### src/rtl/wfsa_pkg.sv
// wfsa_pkg: shared types and constants for the worst-fit segment allocator
// used by the controller, the datapath and the top level
`default_nettype none
package wfsa_pkg;
  localparam int unsigned SegSlotsDef = 64;
  localparam int unsigned AddrBitsDef = 16;
  localparam logic [15:0] TotalBytesRst = 16'd1024;

  typedef enum logic [1:0] {
    OP_REQUEST = 2'd0,
    OP_RELEASE = 2'd1,
    OP_COMPACT = 2'd2,
    OP_NONE    = 2'd3
  } op_t;

  typedef enum logic [1:0] {
    ST_DONE     = 2'd0,
    ST_NO_FIT   = 2'd1,
    ST_NOT_FOUND = 2'd2,
    ST_FULL     = 2'd3
  } status_t;

  typedef enum logic [3:0] {
    S_IDLE,
    S_SCAN,
    S_SHIFT,
    S_PLACE,
    S_CMP,
    S_TAIL,
    S_OUT
  } state_t;

  // controller to datapath
  typedef struct packed {
    logic init;
    logic start;
    logic scan_step;
    logic shift_step;
    logic place;
    logic rel_step;
    logic cmp_step;
    logic tail;
    logic load_out;
  } cmd_t;

  // datapath to controller
  typedef struct packed {
    logic scan_last;
    logic found;
    logic exact;
    logic full;
    logic shift_done;
    logic rel_hit;
  } sts_t;
endpackage
`default_nettype wire

### src/rtl/wfsa_ctrl.sv
// wfsa_ctrl: command sequencer for the allocator
// depends on wfsa_pkg
`default_nettype none
module wfsa_ctrl
  import wfsa_pkg::*;
(
  input  wire logic       clk,
  input  wire logic       rst_n,
  input  wire logic       in_fire,
  input  wire logic [1:0] op,
  input  wire logic [15:0] req_size,
  input  wire logic       cfg_we,
  input  wire logic       out_tready,
  output logic            out_tvalid,
  output logic            busy,
  input  wire sts_t       sts,
  output cmd_t            cmd,
  output status_t         status
);
  state_t state_r, state_nxt;
  op_t    op_r;
  logic   zero_r;
  logic   init_r;
  logic   full_r;
  logic   out_v_r;

  always_ff @(posedge clk) begin
    if (!rst_n) begin
      state_r <= S_IDLE;
      init_r <= 1'b1;
    end else begin
      state_r <= state_nxt;
      init_r <= 1'b0;
    end
    if (in_fire) begin
      op_r <= op_t'(op);
      zero_r <= (req_size == 16'd0);
    end
    if (state_r == S_SCAN && sts.scan_last) full_r <= sts.full;
  end

  always_comb begin
    state_nxt = state_r;
    case (state_r)
      S_IDLE: if (in_fire) begin
        case (op_t'(op))
          OP_REQUEST: state_nxt = S_SCAN;
          OP_RELEASE: state_nxt = S_SCAN;
          OP_COMPACT: state_nxt = S_CMP;
          default:    state_nxt = S_OUT;
        endcase
      end
      S_SCAN: if (sts.scan_last) begin
        if (op_r != OP_REQUEST || zero_r || !sts.found || sts.exact) state_nxt = S_OUT;
        else if (sts.full) state_nxt = S_OUT;
        else state_nxt = S_SHIFT;
      end
      S_SHIFT: if (sts.shift_done) state_nxt = S_PLACE;
      S_PLACE: state_nxt = S_OUT;
      S_CMP:   if (sts.scan_last) state_nxt = S_TAIL;
      S_TAIL:  state_nxt = S_OUT;
      S_OUT:   if (out_v_r && out_tready) state_nxt = S_IDLE;
      default: state_nxt = S_IDLE;
    endcase
  end

  status_t st_c;
  always_comb begin
    st_c = ST_DONE;
    if (op_r == OP_REQUEST) begin
      if (zero_r || !sts.found) st_c = ST_NO_FIT;
      else if (!sts.exact && full_r) st_c = ST_FULL;
    end else if (op_r == OP_RELEASE) begin
      if (!sts.rel_hit) st_c = ST_NOT_FOUND;
    end
  end

  always_ff @(posedge clk) begin
    if (!rst_n) out_v_r <= 1'b0;
    else if (cmd.load_out) out_v_r <= 1'b1;
    else if (out_tready) out_v_r <= 1'b0;
  end

  always_comb begin
    cmd = '0;
    cmd.init = init_r || cfg_we;
    cmd.start = in_fire;
    cmd.scan_step = (state_r == S_SCAN) && (op_r == OP_REQUEST);
    cmd.rel_step = (state_r == S_SCAN) && (op_r == OP_RELEASE);
    cmd.shift_step = (state_r == S_SHIFT) && !sts.shift_done;
    cmd.place = (state_r == S_PLACE) ||
                ((state_r == S_SCAN) && sts.scan_last && op_r == OP_REQUEST &&
                 !zero_r && sts.found && sts.exact);
    cmd.cmp_step = (state_r == S_CMP);
    cmd.tail = (state_r == S_TAIL);
    cmd.load_out = (state_r == S_OUT) && !out_v_r;
  end

  assign status = st_c;
  assign busy = (state_r != S_IDLE);
  assign out_tvalid = out_v_r;
endmodule
`default_nettype wire

### config.mk
export PLATFORM = sky130hd
export DESIGN_NAME = wfsa_ctrl
export DESIGN_NICKNAME = d
export VERILOG_FILES = /design/src/rtl/wfsa_pkg.sv /design/src/rtl/wfsa_ctrl.sv
export SDC_FILE = /design/constraint.sdc
export NUM_CORES = 1
export LEC_CHECK = 0
export BUFFER_PORTS_ARGS = -buffer_cell sky130_fd_sc_hd__clkbuf_2
export CAP_MARGIN = 20
export CELL_PAD_IN_SITES_DETAIL_PLACEMENT = 1
export CELL_PAD_IN_SITES_GLOBAL_PLACEMENT = 2
export CORE_MARGIN = 2
export CORE_UTILIZATION = 21
export CTS_CLUSTER_DIAMETER = 100
export DETAILED_ROUTE_END_ITERATION = 16
export PLACE_DENSITY = 0.86
export SETUP_SLACK_MARGIN = 0.02
export SYNTH_ARGS = -nofsm -noshare
export SYNTH_HDL_FRONTEND = slang
export SYNTH_SLANG_ARGS = --single-unit
### constraint.sdc
create_clock -name clk -period 3 [get_ports clk]
set_input_delay 0.3 -clock clk [delete_from_list [all_inputs] [get_ports clk]]
set_output_delay 0.3 -clock clk [all_outputs]
set_load 0.01 [all_outputs]
-- Yosys cells after proc, flatten, opt, wreduce, memory -nomap -nowiden
Cells that the tools add are included.
- register bits: 10
- word-level logic and storage cells: 69
- equal/unequal tests: 14
- mux-type cells: 17
- reductions and logical operators: 32
- operators by type and width (operator ; count):
    case mux 4 bit (6 select lines) ; 1
    2-to-1 mux 4 bit ; 5
    zero test 16 bit ; 1
    equality test 4 x 3 -> 1 bit (second input constant) ; 3
    logical AND 1 bit ; 11
    2-to-1 mux 2 bit ; 5
    != test 2 bit (second input constant) ; 5
    equality test 4 x 2 -> 1 bit (second input constant) ; 2
    logical OR 1 bit ; 6
    2-to-1 mux 3 bit ; 2
    case mux 3 bit (2 select lines) ; 1
    zero test 1 bit ; 5
    AND reduction 5 bit ; 1
    equality test 2 x 1 -> 1 bit (second input constant) ; 2
    equality test 4 x 1 -> 1 bit (second input constant) ; 1
    zero test 2 bit ; 2
    zero test 4 bit ; 1
    nonzero test 2 bit ; 2
    nonzero test 4 bit ; 1
    OR reduction 2 bit ; 2
    2-to-1 mux 1 bit ; 3
    equality test 2 bit (second input constant) ; 1

-- Longest topological paths before layout
Gate-level depths: netlist of run 1.
- depth after elaboration: 7
- gate-level depth with buffers: 5
- mapped depth without buffers: 4

-- Worst setup path before layout of run 1
No wires, ideal clock.
- path kind: reg-to-reg
- from: reg state_r[2]
- to: reg state_r[2]
- library setup time: 0.119 ns
- path buffers: 0
- stages on the path, launching flop included: 4
- period minus slack after synthesis: 1.446 ns
- data arrival time: 1.327 ns
- path slack: 1.554 ns
- required time: 2.881 ns
- path through: dfxtp_1 > nor4b_1 > a211oi_2 > o221a_2
- longest elaborated chain between the ends: 3
- elaborated cells between the ends (all ways): 15
- those cells by class: eq/ne: 11; mux: 1; reduce/logical: 3
- ends and longest elaborated chain (item ; line ; source):
    start, declared ; wfsa_ctrl.sv:20 ; state_t state_r, state_nxt;
    start signal, assigned ; wfsa_ctrl.sv:32 ; state_r <= state_nxt;
    equality test 4 x 3 -> 1 bit (tied with other cells) ; wfsa_ctrl.sv:44 ; case (state_r)
    OR reduction 2 bit (no line) or != test 2 bit (tied branches) ; - ;
    case mux 4 bit (6 select lines) or AND reduction 5 bit (tied branches) ; - ;
Parallel ways exist; a longest one is shown, timed or not.
A chain may end at the register's enable or synchronous reset.

==> results of run 1 <==
[layout make-up]
type	count	area [µm²]	share of cell area
Clock buffer	4	26.3	0.0318
Timing Repair Buffer	41	205	0.248
Sequential cell	9	220	0.267
Tap cell	31	38.8	0.0470
Inverter	4	15.0	0.0182
Multi-Input combinational cell	50	320	0.388
[worst paths after layout]
check,from,end,slack (ps),cells after the start
max reg2reg,state_r[2],state_r[2],1410,4
min,sts[2],full_r,240,1
min reg2reg,out_tvalid,out_tvalid,570,2
max,op_r[1],cmd[4],1090,4
[power by group through the flow]
stage / clock network, µW / logic [µW] / registers, µW
floorplan: 0 / 200 / 174
global placement: 0 / 234 / 212
detailed placement: 0 / 241 / 215
CTS: 98.9 / 242 / 213
global route: 103 / 268 / 223
finish: 95.5 / 237 / 214
[state kept, by name, indices dropped and copies added (netlist names)]
signal	count
op_r	2
out_tvalid	1
init_r	1
zero_r	1
full_r	1
state_r	3
[layer usage]
layer	GRT usage	part of all wire	vias up
met2	0.226	0.52	23
met1	0.142	0.41	314
met3	0.0369	0.064	2
li1	-	-	336
met5	0	0	-
met4	0.0204	0.0034	0
[through the flow]
step	setup WS, ps	utilization	total power, µW
global route	879	0.307	594
floorplan	1550	-	374
finish	1090	0.307	546
global placement	1420	0.298	446
CTS	1060	0.307	553
detailed placement	1350	0.298	456
[cell families after synthesis]
logic type             synth area share
muxes                            0.0172
buffers and inverters            0.0690
and+or+nand+nor                   0.351
AOI/OAI and AO/OA                 0.183
DFF                               0.379
[synthesized netlist by cell type]
master | n | area share
nor3_1 | 2 | 0.017
dfxtp_1 | 5 | 0.17
buf_4 | 2 | 0.026
nor4b_1 | 3 | 0.045
edfxtp_1 | 4 | 0.21
nand3b_1 | 2 | 0.026
inv_1 | 4 | 0.026
and4_1 | 1 | 0.015
and2_1 | 1 | 0.011
a311oi_1 | 1 | 0.015
a21oi_1 | 7 | 0.060
o21ai_1 | 1 | 0.0086
a211oi_2 | 1 | 0.022
nand2b_1 | 5 | 0.054
nor3b_1 | 2 | 0.026
or2_2 | 1 | 0.011
o21ai_0 | 2 | 0.017
mux2i_1 | 1 | 0.017
a31oi_1 | 2 | 0.022
nor2_1 | 5 | 0.032
nand2_1 | 2 | 0.013
or3_1 | 1 | 0.011
nor2b_1 | 1 | 0.011
or3b_2 | 1 | 0.015
nor4_1 | 6 | 0.065
o221a_2 | 2 | 0.039
buf_2 | 2 | 0.017
[worst reg2reg max path, stage by stage, from the launching register on]
cell      delay [ps]
dfxtp_1          610
mux2i_1          200
a211oi_2         310
o21ai_1          120
o221a_2          250
==> metrics.md, run 1 <==
| Metric | Value |
|---|---|
| Run status | `finished clean` |
| Clk pwr share | `0.175` |
| Pwr dens | `about 660 nW/µm²` |
| Die Ht | `about 57 µm` |
| Fin crit share | `0.635` |
| Setup TNS | `0 ps` |
| Sw Pwr | `about 220 µW` |
| Crit path cell chain | `nor4b_1 -> a31oi_1 -> nor2_1 -> clkbuf_2` |
| Non-Filler Instances | `~140` |
| Synthesized flop and latch total | `9` |
| WS Path Type | `reg -> out` |
| YS warnings | `0` |
| Fraction of layout cells with a size suffix above 1 | `0.454` |
| CTS Buf Count | `3` |
| Routed Wire Length | `around 1.8 mm` |
| First-pass GRT wire length | `3.15 mm` |
| Post-CTS Setup Inserts | `0` |
| Switching share of power | `0.411` |
| Flop pwr share | `0.391` |
| Fill cells | `approximately 340` |
| HP Class | `in -> reg` |
| Netlist cell types | `27` |
| RSZ-0062 raised after global routing | `false` |
| Fin. Hold Viols | `0` |
| Largest net degree at the start of global routing | `16` |
| Initial antenna violation count | `0` |
| Worst-case clock buffer depth | `2` |
| Clk_lat worst skew | `~260 ps` |
| DR vias | `between 600 and 700` |
| Global-route usage over all layers | `0.124` |
| Vias in the first global route | `about 700` |
| Max-cap violation count | `0` |
| CTS sink count | `9` |
| Drt wl/cell | `12.9 µm` |
| Iter 0 DRT Violations | `12` |
| Syn_nets | `96` |
| WHS | `around 240 ps` |
| Worst-path clk slew | `around 60 ps` |
| PortBufs | `41` |
| CTS tree | `yes` |
| Family with the most delay on the worst path | `simple AND/OR/NAND/NOR gates` |
| Post-DP Area | `roughly 800 µm²` |
| Power Internal | `between 300 and 400 µW` |
| Initial Util | `0.216` |
| Max Fclk | `525 MHz` |
| Normalized max-slew margin | `0.653` |
| Nets | `138` |
| Via-to-Cell Ratio | `between 4 and 5` |
| Synth Instances | `67` |
| Syn Area/Cell | `8.67 µm²` |
| Root buf cell | `clkbuf_4` |
| Die span in x | `56.6 µm` |
| Actual slew at the worst max-slew pin | `just over 500 ps` |
| H-tree depth | `1` |
| PostCTS Resize Cnt | `0` |
| Setup Skew | `~5.8 ps` |
| Number of diodes | `0` |
| Static Leak | `0.000367 µW` |
| Sequential cell area fraction in the yosys report | `0.379` |
| Placed Cells | `between 100 and 150` |
| Placer Congestion | `around 0.75` |
| Worst vdd ir | `398 µV` |
| Io pins | `42` |
| Commonest non-fill, non-tap cell in the layout | `clkbuf_2` |
| Total die area | `about 3200 µm²` |
| Grt ovf | `0` |
| Routed Antenna Nets | `0` |
| Final setup vio count | `0` |
| Synth Cell Area | `581 µm²` |
| Post-route cell area | `826 µm²` |
| P&R area growth vs syn | `42.2%` |
| Drt drc | `0` |
| Critical path arrival | `about 1600 ps` |
| Rows | `19` |
| Logic pwr share | `0.434` |
| Hold-fix buffers, CTS | `0` |
| Max-slew violation count | `0` |
| Worst Path Max Fanout | `4` |
| Buf/Inv on CP | `1` |
| Min cycle time layout | `around 1900 ps` |
| Most frequent cells in the layout | `41 x clkbuf_2, 7 x a21oi_1, 6 x nor4_1` |
| Max incr delay on CP | `about 520 ps` |
| Crit path required time | `2700 ps` |
| Critical path endpoint category | `output port` |
| Startpoint Class | `register` |
| Post-DP HPWL | `between 1.5 and 2 mm` |
| Slowest CP cell | `nor4b_1` |
| Core ar. | `between 2000 and 3000 µm²` |
| Drt first pass iters | `3` |
No activity file was read; power rests on OpenSTA's default activity.
==> inputs of run 2 (changes only) <==
--- a/config.mk
+++ b/config.mk
@@ -10,10 +10,10 @@
 export CELL_PAD_IN_SITES_DETAIL_PLACEMENT = 1
 export CELL_PAD_IN_SITES_GLOBAL_PLACEMENT = 2
 export CORE_MARGIN = 2
-export CORE_UTILIZATION = 21
+export CORE_UTILIZATION = 18
 export CTS_CLUSTER_DIAMETER = 100
 export DETAILED_ROUTE_END_ITERATION = 16
-export PLACE_DENSITY = 0.86
+export PLACE_DENSITY = 0.79
 export SETUP_SLACK_MARGIN = 0.02
 export SYNTH_ARGS = -nofsm -noshare
 export SYNTH_HDL_FRONTEND = slang
==> constraint.sdc (replaced) <==
create_clock -name clk -period 1.6 [get_ports clk]
set_input_delay 0.16 -clock clk [delete_from_list [all_inputs] [get_ports clk]]
set_output_delay 0.16 -clock clk [all_outputs]
set_load 0.01 [all_outputs]
==> run 2 against run 1 <==
  * Clock power increased by 83%
  * Cell area increased by 15%
  * Via count increased by 5.6%
  * Combinational power increased by 140%
  * Count of clock-buffer cells in the layout unchanged
  * Utilization increased by 0.28 points
  * Flip-flop and latch count unchanged
  * Worst setup slack got worse by 1100 ps
  * Critical path depth increased by 1
  * Register-to-register slack got worse by 1200 ps
  * Global-route usage decreased by 1.4 points
  * Critical path type unchanged
==> metrics.md, run 2 (synthesis gave the netlist of run 1 again) <==
| Metric | Value |
|---|---|
| Normalized max-slew margin | `0.774 (+0.121)` |
| Switching share of power | `0.390 (-0.0209)` |
| Actual slew at the worst max-slew pin | `334 ps (-179 ps)` |
| PortBufs | `41 (unchanged)` |
| H-tree depth | `1 (unchanged)` |
| Fin crit share | `0.990` |
| Register area | `226 µm² (+2.8%)` |
| Crit path cell chain | `nor4b_2 -> buf_4 -> a31oi_1 -> nor2_1 -> buf_2` |
| Global-route usage over all layers | `0.109 (-0.0143)` |
| HP Class | `in -> reg` |
| Vias in the first global route | `726 (+4.3%)` |
| Critical path arrival | `1420 ps (-190 ps)` |
| Max-cap violation count | `0 (unchanged)` |
| Worst-path clk slew | `50 ps (about the same)` |
| Root buf cell | `clkbuf_4` |
| CTS tree | `yes` |
| Post-DP HPWL | `1.55 mm (+0.80%)` |
| Placer Congestion | `0.717 (-4.3%)` |
| Initial Util | `0.190 (-0.0260)` |
| Power Internal | `690 µW (+110%)` |
| Largest register by flop count | `state_r` |
| WS Path Type | `reg -> out` |
| Worst vdd ir | `575 µV (+44%)` |
| Grt ovf | `0 (unchanged)` |
| Die Ht | `60.8 µm (+7.4%)` |
| Iter 0 DRT Violations | `7 (-5)` |
| Number of diodes | `0 (unchanged)` |
| Rows | `20 (+1)` |
| Drt first pass iters | `4 (+1)` |
| Post-route cell area | `947 µm² (+15%)` |
| Static Leak | `0.000427 µW (+16%)` |
| Slowest CP cell | `edfxtp_1` |
| Drt wl/cell | `11.7 µm (-9.1%)` |
| Io pins | `42 (unchanged)` |
| RSZ-0062 raised after global routing | `true` |
| Buf/Inv on CP | `2 (+1)` |
| Family with the most delay on the worst path | `flip-flops` |
| Startpoint Class | `register` |
| Max FFs per register | `3 (unchanged)` |
| Fill cells | `398 (+16%)` |
| DR vias | `713 (+5.6%)` |
| Largest net degree at the start of global routing | `13 (-3)` |
| Placed Cells | `151 (+12%)` |
| Total die area | `3700 µm² (+15%)` |
| Max-slew violation count | `0 (unchanged)` |
| CTS Buf Count | `3 (unchanged)` |
| Post-DP Area | `838 µm² (+4.9%)` |
| Crit path required time | `1440 ps (-1260 ps)` |
| R2R Setup Slk | `240 ps (-1170 ps)` |
| Routed Wire Length | `1.89 mm (+5.3%)` |
| Via-to-Cell Ratio | `4.43 (-8.8%)` |
| Commonest non-fill, non-tap cell in the layout | `clkbuf_2` |
| Worst Path Max Fanout | `3 (-1)` |
| Non-Filler Instances | `161 (+16%)` |
| Max incr delay on CP | `400 ps (-120 ps)` |
| Drt drc | `0 (unchanged)` |
| Final setup margin | `16.5 ps (-1080 ps)` |
| First-pass GRT wire length | `3.03 mm (-3.7%)` |
| Final setup vio count | `0 (unchanged)` |
| Max Fclk | `~630 MHz` |
| Die span in x | `60.8 µm (+7.4%)` |
| Critical path endpoint category | `output port` |
| Final Power | `1130 µW (+110%)` |
| CTS sink count | `9 (unchanged)` |
| Setup Skew | `10.6 ps (+4.81 ps)` |
| Min cycle time layout | `1580 ps` |
| Logic pwr share | `0.502 (+0.068)` |
| Flop pwr share | `0.343 (-0.048)` |
| Run status | `finished clean` |
| Initial antenna violation count | `0 (unchanged)` |
| Multi-input combinational cell area | `352 µm² (+9.8%)` |
| Top flop regs | `state_r (3), op_r (2)` |
| Pwr dens | `1190 nW/µm² (+80%)` |
| Worst-case clock buffer depth | `2 (unchanged)` |
| Clk pwr share | `0.155 (-0.020)` |
| Fin. Hold Viols | `0 (unchanged)` |
| Routed Antenna Nets | `0 (unchanged)` |
| Sw Pwr | `441 µW (+96%)` |
| Core ar. | `3050 µm² (+14%)` |
| Clk_lat worst skew | `260 ps (about the same)` |
| DP Worst Slack | `153 ps (-1200 ps)` |
| Most frequent cells in the layout | `38 x clkbuf_2, 9 x buf_4, 7 x a21oi_1, 5 x nor2_1, 5 x nor4_1` |
| Fraction of layout cells with a size suffix above 1 | `0.564 (+0.110)` |
| P&R area growth vs syn | `63.1%` |
| Nets | `147 (+6.5%)` |
[run 2: worst register-to-register path: stages, from the launching register on]
cell	delay [ps]
dfxtp_2	480
nor2_1	150
a211oi_2	280
o21ai_1	100
o221a_2	240
[run 2: final cells by class]
class,instances,area share
Sequential cell,9,0.239
Inverter,4,0.0159
Timing Repair Buffer,50,0.288
Tap cell,44,0.0581
Clock buffer,4,0.0277
Multi-Input combinational cell,50,0.371
[run 2: worst paths after layout]
path / startpoint / to / cells past startpoint
min: op[0] / op_r[0] / 1
max: zero_r / cmd[4] / 5
max reg2reg: state_r[0] / state_r[2] / 4
min reg2reg: out_tvalid / out_tvalid / 2
[run 2: per-stage QoR]
stage	hold slack [ps]	setup TNS [ps]	utilization
after floorplan	259	0	-
after global placement	366	0	0.275
after detailed placement	364	0	0.275
after CTS	94.6	0	0.297
after global routing	92.7	-156	0.310
final	104	0	0.310
[run 2: power by group through the flow]
stage / logic (µW) / clock network (µW) / registers, µW
2_1_floorplan: 375 / 0 / 326
3_3_place_gp: 498 / 0 / 368
3_5_place_dp: 507 / 0 / 375
4_1_cts: 535 / 183 / 388
5_1_grt: 643 / 198 / 397
6_report: 568 / 175 / 388
[run 2: timing repair]
item / CTS / global route
setup endpoints to repair: 5 / 5
gates resized for setup: 8 / 6
hold buffers: 0 / 0
cloned: 0 / 0
buffers inserted: 2 / 4
endpoints found under the hold margin: 0 / 0
pin swaps: 2 / 1
[run 2: metal layers]
layer  part of all wire  track usage  routed length (µm)
met1               0.42        0.118                 799
met2               0.50        0.204                 944
met3              0.068       0.0426                 128
met4             0.0069       0.0155                  13
met5                  0            0                   0
==> inputs of run 3 (changes only) <==
--- a/config.mk
+++ b/config.mk
@@ -14,6 +14,7 @@
 export CTS_CLUSTER_DIAMETER = 100
 export DETAILED_ROUTE_END_ITERATION = 16
 export PLACE_DENSITY = 0.79
+export REMOVE_ABC_BUFFERS = 1
 export SETUP_SLACK_MARGIN = 0.02
 export SYNTH_ARGS = -nofsm -noshare
 export SYNTH_HDL_FRONTEND = slang
==> run 3 against run 2 <==
  * Count of clock-buffer cells in the layout unchanged
  * Critical path type unchanged
  * Final cell count decreased by 0.62%
  * Critical endpoint unchanged
  * Global-route usage up 2.0 points
  * Combinational power down 7.0%
  * Register-to-register slack lost 20 ps
  * Clock skew fell by 1.6 ps
  * Total power is 2.4% lower
  * Critical path depth is the same
  * The run now ends with setup timing left
==> metrics.md, run 3 (synthesis gave the netlist of run 1 again) <==
| Metric | Value |
|---|---|
| Final setup vio count | `1 (+1)` |
| Global-route usage over all layers | `0.130 (+0.0204)` |
| Die Ht | `60.8 µm (unchanged)` |
| Worst vdd ir | `295 µV (-49%)` |
| Via-to-Cell Ratio | `4.41 (-0.36%)` |
| HP Start | `op[0]` |
| Io pins | `42 (unchanged)` |
| Drt wl/cell | `13.1 µm (+12%)` |
| Startpoint Class | `register` |
| R2R Setup Slk | `220 ps (-20 ps)` |
| Fraction of layout cells with a size suffix above 1 | `0.543 (-0.0210)` |
| Worst-case clock buffer depth | `2 (unchanged)` |
| Vias in the first global route | `773 (+6.5%)` |
| Core ar. | `3050 µm² (unchanged)` |
| RR Startpoint | `op_r[1]` |
| Fin. Hold Viols | `0 (unchanged)` |
| Total die area | `3700 µm² (unchanged)` |
| Max-slew violation count | `0 (unchanged)` |
| Largest register by flop count | `state_r` |
| Run status | `complete, but fails checks` |
| Pwr dens | `1180 nW/µm² (-1.0%)` |
| Clk_lat worst skew | `270 ps (about the same)` |
| PortBufs | `41 (unchanged)` |
| WS Path Type | `reg -> out` |
| Placer Congestion | `0.696 (-3.0%)` |
| Reg2Reg Depth | `5 (+1)` |
| Max-cap violation count | `0 (unchanged)` |
| Initial Util | `0.190 (unchanged)` |
| Worst-path clk slew | `60 ps (about the same)` |
| Root buf cell | `clkbuf_4` |
| Nets | `146 (-0.68%)` |
| Normalized max-slew margin | `0.726 (-0.0486)` |
| Largest net degree at the start of global routing | `13 (unchanged)` |
| Max FFs per register | `3 (unchanged)` |
| Routed Antenna Nets | `0 (unchanged)` |
| H-tree depth | `1 (unchanged)` |
| Drt first pass iters | `4 (unchanged)` |
| Max incr delay on CP | `430 ps (+30 ps)` |
| Failing checks | `setup timing` |
| Worst Path Max Fanout | `3 (unchanged)` |
| Crit path cell chain | `nor4b_4 -> buf_4 -> a31oi_1 -> nor2_1 -> buf_2` |
| HP Class | `in -> reg` |
| Slowest CP cell | `edfxtp_1` |
| Most frequent cells in the layout | `36 x clkbuf_2, 8 x buf_4, 7 x a21oi_1, 6 x nor4_1` |
| Hold Path Sink | `op_r[0]` |
| Critical path endpoint category | `output port` |
| Iter 0 DRT Violations | `14 (+7)` |
| CTS Buf Count | `3 (unchanged)` |
| First-pass GRT wire length | `3.46 mm (+14%)` |
| DR vias | `706 (-0.98%)` |
| Setup Skew | `8.96 ps (-1.64 ps)` |
| Rows | `20 (unchanged)` |
| WHS | `82.9 ps (-21.1 ps)` |
| Max Fclk | `613 MHz (-2.9%)` |
| Core Util, Final | `0.306 (-0.00410)` |
| Grt ovf | `0 (unchanged)` |
| Critical path arrival | `1470 ps (+50 ps)` |
| RSZ-0062 raised after global routing | `true` |
| Actual slew at the worst max-slew pin | `405 ps (+71.9 ps)` |
| Commonest non-fill, non-tap cell in the layout | `clkbuf_2` |
| CTS tree | `yes` |
| Routed Wire Length | `2.10 mm (+11%)` |
| Fin crit share | `1.02 (+0.0293)` |
| Final setup margin | `-30.5 ps (-46.9 ps)` |
| CTS sink count | `9 (unchanged)` |
| Die span in x | `60.8 µm (unchanged)` |
| Static Leak | `0.000426 µW (-0.23%)` |
| Initial antenna violation count | `0 (unchanged)` |
| P&R area growth vs syn | `61.0%` |
| Drt drc | `0 (unchanged)` |
| Number of diodes | `0 (unchanged)` |
| Min cycle time layout | `1630 ps (+46.9 ps)` |
| End of the worst register-to-register path | `state_r[2]` |
| Post-DP HPWL | `1.60 mm (+3.6%)` |
| Top flop regs | `state_r (3), op_r (2)` |
| Worst hold path cell count | `1 (unchanged)` |
| Crit path required time | `1440 ps (about the same)` |
run 3: worst max-delay path by stage:
stage               startpoint          to  slack, ps  depth (start not counted)
floorplan           state_r[1]  state_r[2]         -6                          3
global placement    state_r[2]  state_r[2]        160                          4
detailed placement  state_r[1]  state_r[2]         60                          3
CTS                 state_r[0]      cmd[6]          5                          3
global route           op_r[1]      cmd[4]       -130                          5
finish                 op_r[1]      cmd[4]        -30                          5
run 3: power by group:
part | internal, µW | switching, µW
Combinational | 263 | 266
Clock | 96.6 | 90.9
Sequential | 294 | 94.3
run 3: critical path, delay by kind of cell (launching register included):
family | cells | cell delay (ps)
flops | 1 | 430
simple gates | 2 | 400
compound gates | 1 | 80
buf+inv | 2 | 300
run 3: repair_timing:
item | in CTS | in global routing
hold buffers | 0 | 0
resized for setup | 2 | 11
setup buffers | 3 | 2
endpoints found under the setup margin | 3 | 8
run 3: metal layers:
metal | GRT usage | vias to the layer above | routed length, µm
met1 | 0.155 | 336 | 924
met4 | 0.0963 | 0 | 61
met5 | 0 | - | 0
met2 | 0.212 | 14 | 1050
met3 | 0.0149 | 4 | 60
li1 | - | 352 | -
run 3: layout make-up:
| class | count | area [µm²] |
|---|---|---|
| Clock buffer | 4 | 26.3 |
| Fill cell | 395 | 2120 |
| Inverter | 4 | 15.0 |
| Multi-Input combinational cell | 50 | 349 |
| Sequential cell | 9 | 224 |
| Tap cell | 44 | 55.1 |
| Timing Repair Buffer | 49 | 265 |
run 3: per-stage QoR:
stage	area (µm²)	instances	setup WS [ps]	TNS, ps	total power, µW
after global routing	935	160	-127	-232	1190
after global placement	838	151	163	0	867
final	935	160	-30.5	-30.5	1100
after floorplan	556	63	-6.41	-6.41	666
after detailed placement	838	151	56.7	0	886
after CTS	900	158	5.17	0	1090
